### src/hw/rtl/pcs_pkg.sv
package pcs_pkg;

   localparam int QUEUE_DEPTH_DEF = 16;
   localparam logic [7:0] MAX_SLOTS_RESET = 8'd4;

   localparam logic [1:0] ACT_ACQUIRE = 2'd0;
   localparam logic [1:0] ACT_RELEASE = 2'd1;
   localparam logic [1:0] ACT_CANCEL  = 2'd2;

   localparam logic [2:0] ST_GRANTED    = 3'd0;
   localparam logic [2:0] ST_QUEUED     = 3'd1;
   localparam logic [2:0] ST_FULL       = 3'd2;
   localparam logic [2:0] ST_REL_IDLE   = 3'd3;
   localparam logic [2:0] ST_REL_WAITER = 3'd4;
   localparam logic [2:0] ST_CANCELLED  = 3'd5;
   localparam logic [2:0] ST_ERROR      = 3'd6;

   typedef struct packed {
      logic       load;
      logic       exec;
      logic [2:0] op;
   } pcs_cmd_type;

   typedef struct packed {
      logic [1:0] action;
      logic       free_nz;
      logic       held_nz;
      logic       queue_nz;
      logic       queue_full;
      logic       cancel_hit;
   } pcs_stat_type;

endpackage

### src/hw/rtl/pcs_ctrl.sv
module pcs_ctrl (
   input  logic                  clock,
   input  logic                  reset,
   input  logic                  start,
   output logic                  busy,
   input  pcs_pkg::pcs_stat_type stat,
   output pcs_pkg::pcs_cmd_type  cmd
);
   import pcs_pkg::*;

   localparam logic S_IDLE = 1'b0;
   localparam logic S_EXEC = 1'b1;

   logic state_ff;
   logic state_in;
   logic [2:0] op;

   always_comb begin
      op = ST_ERROR;
      unique case (stat.action)
         ACT_ACQUIRE: begin
            if (stat.free_nz) begin
               op = ST_GRANTED;
            end else if (stat.queue_full) begin
               op = ST_FULL;
            end else begin
               op = ST_QUEUED;
            end
         end
         ACT_RELEASE: begin
            if (!stat.held_nz) begin
               op = ST_ERROR;
            end else if (stat.queue_nz) begin
               op = ST_REL_WAITER;
            end else begin
               op = ST_REL_IDLE;
            end
         end
         ACT_CANCEL: begin
            op = stat.cancel_hit ? ST_CANCELLED : ST_ERROR;
         end
         default: begin
            op = ST_ERROR;
         end
      endcase
   end

   always_comb begin
      state_in = state_ff;
      unique case (state_ff)
         S_IDLE: begin
            if (start) begin
               state_in = S_EXEC;
            end
         end
         S_EXEC: begin
            state_in = S_IDLE;
         end
         default: begin
            state_in = S_IDLE;
         end
      endcase
   end

   always_ff @(posedge clock) begin
      if (reset) begin
         state_ff <= S_IDLE;
      end else begin
         state_ff <= state_in;
      end
   end

   assign busy     = (state_ff == S_EXEC);
   assign cmd.load = start && (state_ff == S_IDLE);
   assign cmd.exec = (state_ff == S_EXEC);
   assign cmd.op   = op;

endmodule

### src/hw/rtl/pcs_datapath.sv
module pcs_datapath #(
   parameter int QUEUE_DEPTH = pcs_pkg::QUEUE_DEPTH_DEF
) (
   input  logic                  clock,
   input  logic                  reset,
   input  pcs_pkg::pcs_cmd_type  cmd,
   output pcs_pkg::pcs_stat_type stat,
   input  logic [1:0]            req_action,
   input  logic [3:0]            req_requester,
   input  logic [7:0]            req_priority_req,
   input  logic                  csr_write_en,
   input  logic [7:0]            csr_write_data,
   output logic                  rsp_strobe,
   output logic [2:0]            rsp_status,
   output logic [3:0]            rsp_granted_requester,
   output logic [7:0]            rsp_available_slots,
   output logic [4:0]            rsp_waiting_total,
   output logic [7:0]            rsp_held_slots
);
   import pcs_pkg::*;

   localparam int LenW = $clog2(QUEUE_DEPTH + 1);

   logic [1:0]      act_ff;
   logic [3:0]      id_ff;
   logic [7:0]      prio_ff;
   logic [7:0]      free_ff;
   logic [7:0]      free_in;
   logic [7:0]      held_ff;
   logic [7:0]      held_in;
   logic [LenW-1:0] len_ff;
   logic [LenW-1:0] len_in;
   logic            ins;
   logic            rem;
   logic [3:0]      granted;

   logic [3:0] ent_id_ff   [QUEUE_DEPTH];
   logic [7:0] ent_prio_ff [QUEUE_DEPTH];
   logic [3:0] ent_id_in   [QUEUE_DEPTH];
   logic [7:0] ent_prio_in [QUEUE_DEPTH];

   logic [QUEUE_DEPTH-1:0] valid;
   logic [QUEUE_DEPTH-1:0] ge;
   logic [QUEUE_DEPTH-1:0] ge_prev;
   logic [QUEUE_DEPTH-1:0] hit;
   logic [QUEUE_DEPTH-1:0] hit_pre;
   logic [QUEUE_DEPTH-1:0] rem_mask;

   logic       rsp_strobe_ff;
   logic [2:0] rsp_status_ff;
   logic [3:0] rsp_granted_ff;
   logic [7:0] rsp_avail_ff;
   logic [4:0] rsp_wait_ff;
   logic [7:0] rsp_held_ff;

   always_ff @(posedge clock) begin
      if (cmd.load) begin
         act_ff  <= req_action;
         id_ff   <= req_requester;
         prio_ff <= req_priority_req;
      end
   end

   // Each entry compares itself with the request; the sorted chain then
   // shifts in one step.
   for (genvar i = 0; i < QUEUE_DEPTH; i++) begin : g_cmp
      assign valid[i] = LenW'(i) < len_ff;
      assign ge[i]    = valid[i] && (ent_prio_ff[i] >= prio_ff);
      assign hit[i]   = valid[i] && (ent_id_ff[i] == id_ff);
      if (i == 0) begin : g_first
         assign ge_prev[i] = 1'b1;
      end else begin : g_rest
         assign ge_prev[i] = ge[i-1];
      end
   end

   always_comb begin
      logic [QUEUE_DEPTH-1:0] low_mask;
      for (int i = 0; i < QUEUE_DEPTH; i++) begin
         for (int j = 0; j < QUEUE_DEPTH; j++) begin
            low_mask[j] = (j <= i);
         end
         hit_pre[i] = |(hit & low_mask);
      end
   end

   assign rem_mask = (cmd.op == ST_REL_WAITER) ? {QUEUE_DEPTH{1'b1}} : hit_pre;

   for (genvar i = 0; i < QUEUE_DEPTH; i++) begin : g_ent
      logic [3:0] prev_id;
      logic [7:0] prev_prio;
      logic [3:0] next_id;
      logic [7:0] next_prio;

      if (i == 0) begin : g_p0
         assign prev_id   = req_requester;
         assign prev_prio = req_priority_req;
      end else begin : g_pn
         assign prev_id   = ent_id_ff[i-1];
         assign prev_prio = ent_prio_ff[i-1];
      end

      if (i == QUEUE_DEPTH - 1) begin : g_nl
         assign next_id   = '0;
         assign next_prio = '0;
      end else begin : g_nn
         assign next_id   = ent_id_ff[i+1];
         assign next_prio = ent_prio_ff[i+1];
      end

      always_comb begin
         ent_id_in[i]   = ent_id_ff[i];
         ent_prio_in[i] = ent_prio_ff[i];
         if (ins && !ge[i]) begin
            if (ge_prev[i]) begin
               ent_id_in[i]   = id_ff;
               ent_prio_in[i] = prio_ff;
            end else begin
               ent_id_in[i]   = prev_id;
               ent_prio_in[i] = prev_prio;
            end
         end else if (rem && rem_mask[i]) begin
            ent_id_in[i]   = next_id;
            ent_prio_in[i] = next_prio;
         end
      end

      always_ff @(posedge clock) begin
         ent_id_ff[i]   <= ent_id_in[i];
         ent_prio_ff[i] <= ent_prio_in[i];
      end
   end

   always_comb begin
      free_in = free_ff;
      held_in = held_ff;
      len_in  = len_ff;
      ins     = 1'b0;
      rem     = 1'b0;
      granted = '0;
      if (csr_write_en) begin
         free_in = csr_write_data;
         held_in = '0;
         len_in  = '0;
      end else if (cmd.exec) begin
         unique case (cmd.op)
            ST_GRANTED: begin
               free_in = free_ff - 8'd1;
               if (held_ff != 8'hFF) begin
                  held_in = held_ff + 8'd1;
               end
               granted = id_ff;
            end
            ST_QUEUED: begin
               len_in = len_ff + LenW'(1);
               ins    = 1'b1;
            end
            ST_REL_IDLE: begin
               held_in = held_ff - 8'd1;
               if (free_ff != 8'hFF) begin
                  free_in = free_ff + 8'd1;
               end
            end
            ST_REL_WAITER: begin
               len_in  = len_ff - LenW'(1);
               rem     = 1'b1;
               granted = ent_id_ff[0];
            end
            ST_CANCELLED: begin
               len_in = len_ff - LenW'(1);
               rem    = 1'b1;
            end
            default: begin
            end
         endcase
      end
   end

   always_ff @(posedge clock) begin
      if (reset) begin
         free_ff       <= MAX_SLOTS_RESET;
         held_ff       <= '0;
         len_ff        <= '0;
         rsp_strobe_ff <= 1'b0;
      end else begin
         free_ff       <= free_in;
         held_ff       <= held_in;
         len_ff        <= len_in;
         rsp_strobe_ff <= cmd.exec;
      end
   end

   always_ff @(posedge clock) begin
      if (cmd.exec) begin
         rsp_status_ff  <= cmd.op;
         rsp_granted_ff <= granted;
         rsp_avail_ff   <= free_in;
         rsp_wait_ff    <= 5'(len_in);
         rsp_held_ff    <= held_in;
      end
   end

   assign stat.action     = act_ff;
   assign stat.free_nz    = (free_ff != 8'd0);
   assign stat.held_nz    = (held_ff != 8'd0);
   assign stat.queue_nz   = (len_ff != '0);
   assign stat.queue_full = (len_ff == LenW'(QUEUE_DEPTH));
   assign stat.cancel_hit = |hit;

   assign rsp_strobe            = rsp_strobe_ff;
   assign rsp_status            = rsp_status_ff;
   assign rsp_granted_requester = rsp_granted_ff;
   assign rsp_available_slots   = rsp_avail_ff;
   assign rsp_waiting_total     = rsp_wait_ff;
   assign rsp_held_slots        = rsp_held_ff;

endmodule

### src/hw/rtl/priority_counting_semaphore_top.sv
// A request accepted while idle is registered and then executed in the execute state,
// and its result is registered onto the rsp_ ports, with rsp_strobe high.
// A new request is not taken while busy; busy is high for the one execute cycle.
// The sorted wait chain inserts or removes an entry in that single execute cycle.
// Reset is synchronous and active high: four free slots, none held, queue empty.
// The receiver cannot stall; each result is shown for exactly one cycle.
module priority_counting_semaphore_top #(
   parameter int QUEUE_DEPTH = pcs_pkg::QUEUE_DEPTH_DEF
) (
   input  logic       clock,
   input  logic       reset,
   input  logic       start,
   output logic       busy,
   input  logic [1:0] req_action,
   input  logic [3:0] req_requester,
   input  logic [7:0] req_priority_req,
   input  logic       csr_write_en,
   input  logic [7:0] csr_write_data,
   output logic       rsp_strobe,
   output logic [2:0] rsp_status,
   output logic [3:0] rsp_granted_requester,
   output logic [7:0] rsp_available_slots,
   output logic [4:0] rsp_waiting_total,
   output logic [7:0] rsp_held_slots
);
   import pcs_pkg::*;

   pcs_cmd_type  cmd;
   pcs_stat_type stat;

   pcs_ctrl u_ctrl (
      .clock (clock),
      .reset (reset),
      .start (start),
      .busy  (busy),
      .stat  (stat),
      .cmd   (cmd)
   );

   pcs_datapath #(
      .QUEUE_DEPTH (QUEUE_DEPTH)
   ) u_datapath (
      .clock                 (clock),
      .reset                 (reset),
      .cmd                   (cmd),
      .stat                  (stat),
      .req_action            (req_action),
      .req_requester         (req_requester),
      .req_priority_req      (req_priority_req),
      .csr_write_en          (csr_write_en),
      .csr_write_data        (csr_write_data),
      .rsp_strobe            (rsp_strobe),
      .rsp_status            (rsp_status),
      .rsp_granted_requester (rsp_granted_requester),
      .rsp_available_slots   (rsp_available_slots),
      .rsp_waiting_total     (rsp_waiting_total),
      .rsp_held_slots        (rsp_held_slots)
   );

endmodule

### config.mk
export PLATFORM = sky130hd
export DESIGN_NAME = priority_counting_semaphore_top
export DESIGN_NICKNAME = d
export VERILOG_FILES = /design/src/hw/rtl/pcs_pkg.sv /design/src/hw/rtl/pcs_ctrl.sv /design/src/hw/rtl/pcs_datapath.sv /design/src/hw/rtl/priority_counting_semaphore_top.sv
export SDC_FILE = /design/constraint.sdc
export NUM_CORES = 1
export LEC_CHECK = 0
export BUFFER_PORTS_ARGS = -buffer_cell sky130_fd_sc_hd__clkbuf_2
export CAP_MARGIN = 20
export CORE_MARGIN = 5
export CORE_UTILIZATION = 40
export DETAILED_ROUTE_END_ITERATION = 6
export PLACE_DENSITY = 0.59
export SYNTH_ARGS = -nofsm -noshare
export SYNTH_HDL_FRONTEND = slang
export SYNTH_SLANG_ARGS = --single-unit
export TNS_END_PERCENT = 30
### constraint.sdc
create_clock -name clock -period 11.65 [get_ports clock]
set_clock_uncertainty 0.2 [all_clocks]
set_input_delay 1.7475 -clock clock [delete_from_list [all_inputs] [get_ports clock]]
set_output_delay 1.7475 -clock clock [all_outputs]
set_load 0.02 [all_outputs]
==> impl_metrics.toml <==
[run_status]
status = "finished clean"

[clock_tree]
post-cts-setup-buffer-count = 0
post_cts_resized = 0
cts_buffer_depth = 3
clkSinkCount = 257
cts_root_buf = "clkbuf_16"
clock_latency_ns = 0.57
numCtsBuffers = 29
cts_tree = "yes"
htree_levels = 1
path_clk_slew_ns = 0.06
hold_buffers = 0

[critical_path]
endpoint_kind = "register"
slowest_stage = "edfxtp_1"
path_buf_inv = 1
cp-start-kind = "register"
cp_cell_sequence = "inv_1, ha_1, and2_1, o21ai_0, o21ai_0, or4_1, a21oi_2, o21bai_1"
crit_fanout = 25
cp_data_required_time_ns = 11.62
cp_common_cell = "o21ai_0"
max_stage_delay_ns = 0.87
crit_type = "register to register"
cp_top_family = "compound AO/OA/AOI/OAI gates"
critPathArrivalTime_ns = 4.78

[placement]
post-place-ws_ns = 6.65
dp_cells = 2137
place_congestion = 0.875
dp_hpwl_um = 33200
placed_cell_area_mm2 = 0.0178
numPortBuffers = 55

[finish]
layout_common_cells = "edfxtp_1 (234), a21oi_1 (192), mux2i_1 (164)"
post-route-util_pct = 44.8
nets = 1791
area_growth_pct = 11.0
stdcell_count = 2190
n_fill_cell = 3925
drive_gt1_share_pct = 13.3
seq_area_mm2 = 0.00749
multi_input_area_mm2 = 0.00893
diodes = 0
final_area_mm2 = 0.0188
final_common_cell = "edfxtp_1"

[timing]
worst_pin_slew_ns = 1.09
setup_viol = 0
period_share_pct = 41.3
finalHoldViolations = 0
rsz0062_at_grt = "false"
worst_slack_ns = 6.84
drv_slew = 0
tns_ns = 0
min_period_ns = 4.81
slew_headroom_pct = 27.2
whs_ns = 0.391
max_freq_mhz = 208

[pwr]
design_power_total_mw = 2.17
p_per_area_mw_per_mm2 = 115
peakVddDrop_mv = 0.0941
leakagePower_nw = 7.85

[yosys]
synth_fp_nets = 1778
async_flop_share_pct = 0
synth.distinct_cells = 65
seq_area_frac_synth_pct = 44.2
synth_edf_count = 234
postSynthAreaPerCell_um2 = 10.5
synth_area_leaders = "edfxtp_1 (41%), ha_1 (10%), mux2i_1 (9.7%), a21oi_1 (5.8%), mux2_2 (3.8%)"
synth_seq_cells = 257
ys.flop_type = "edfxtp_1"
yosysTopAreaCellShare_pct = 41.5
yosysWarningCount = 0
syn_area_mm2 = 0.0169
synth_top_area_cell = "edfxtp_1"
synthCells = 1616

[die]
core_area_mm2 = 0.0419
die_area_mm2 = 0.0466
die_y_um = 216
pin_count = 56
die_w_um = 216
start_util_pct = 40.4
fp-row-count = 75

[global_route]
grt_pass1_wl_um = 74600
grt_use_total_pct = 19.8
overflow = 0
antenna_found_initial = 0
grt_pass1_vias = 12500
grt_max_degree = 79

[drt]
initialDrtViolationCount = 1045
firstDrtPassIters = 5
via_per_inst = 5.85
wire_per_inst_um = 21.8
num_vias = 12800
drt-total-wl_um = 47700
route.detailed.drc = 0
drtAntennaViolNets = 0

[flow_run]
maxCapViolCount = 0

[min_path]
hold_class = "register to register"
## layout make-up
| type | instances | area share (%) |
|---|---|---|
| clock buffer | 35 | 3.98 |
| clock inverter | 18 | 1.42 |
| inverter | 36 | 0.718 |
| timing repair buffer | 94 | 3.02 |
| tap | 539 | 3.58 |
| multi-input combinational | 1211 | 47.5 |
| sequential | 257 | 39.8 |
## per-layer routing
metal  up-vias  wire length (um)  GRT usage, %
li1       6086                 -             -
met1      6223             22200          28.6
met2       433             21600          32.0
met3        73              2970          2.86
met4         0               914          4.16
met5         -                 0             0
## final timing paths
path                                               startpoint                       endpoint  slack [ns]  cells past startpoint
worst max-delay path                    u_datapath.prio_ff[4]  u_datapath.ent_prio_ff[0][16]        6.84                      8
worst min-delay path            u_datapath.ent_prio_ff[1][58]  u_datapath.ent_prio_ff[1][50]        0.39                      1
worst max register to register          u_datapath.prio_ff[4]  u_datapath.ent_prio_ff[0][16]        6.84                      8
worst min register to register  u_datapath.ent_prio_ff[1][58]  u_datapath.ent_prio_ff[1][50]        0.39                      1
## worst register-to-register path: stages (launching register included)
cell	delay [ns]
edfxtp_1	0.87
inv_1	0.67
ha_1	0.50
and2_1	0.16
o21ai_0	0.14
o21ai_0	0.09
or4_1	0.45
a21oi_2	0.78
o21bai_1	0.57
## Yosys cell counts, drive strengths merged, types with 2 or more instances
master  count
a21o       26
o221ai      2
o22ai      12
nand3      20
nor3       21
nand3b      2
clkbuf     81
nand4      14
nor3b       2
nand2b     22
and2       10
a22o        2
dfxtp      23
o21bai      5
a211oi     18
ha        136
or4b        2
or4         3
a31o        2
o211ai      8
a22oi       7
and3       13
o21a        2
mux2i     164
inv        36
nor2      153
or2         7
xnor2      52
a31oi      61
a21oi     196
a21boi      6
a41o        3
or3         3
nor2b      28
xor2       24
nand2      48
mux2       57
a41oi       2
o21ai      51
o31ai       2
a221oi      6
and4        3
buf        31
edfxtp    234
nor4        5
## flip-flops by register name (all words and copies together), names as in the netlist
signal                            flops
u_datapath.rsp_granted_requester      4
u_datapath.len_ff                     5
u_datapath.prio_ff                    8
u_ctrl.busy                           1
u_datapath.rsp_held_slots             8
u_datapath.rsp_available_slots        8
u_datapath.ent_id_ff                 64
u_datapath.free_ff                    8
u_datapath.held_ff                    8
u_datapath.ent_prio_ff              128
u_datapath.rsp_status                 3
u_datapath.rsp_waiting_total          5
u_datapath.act_ff                     2
u_datapath.rsp_strobe                 1
u_datapath.id_ff                      4
## cell families after synthesis
group           Yosys count  synth area share, %
buf+inv                 148                 3.41
flops                   257                 44.2
simple gates            358                 10.2
compound gates          420                 14.7
xor+xnor                 76                 3.93
fa+ha+maj               136                 10.0
mux                     221                 13.5
## where the power goes
group | switching (mW) | total, mW | internal, mW
clock network | 0.384 | 0.994 | 0.610
registers | 0.0102 | 1.02 | 1.01
logic | 0.104 | 0.160 | 0.0564
(Power assumes the default switching activity.)
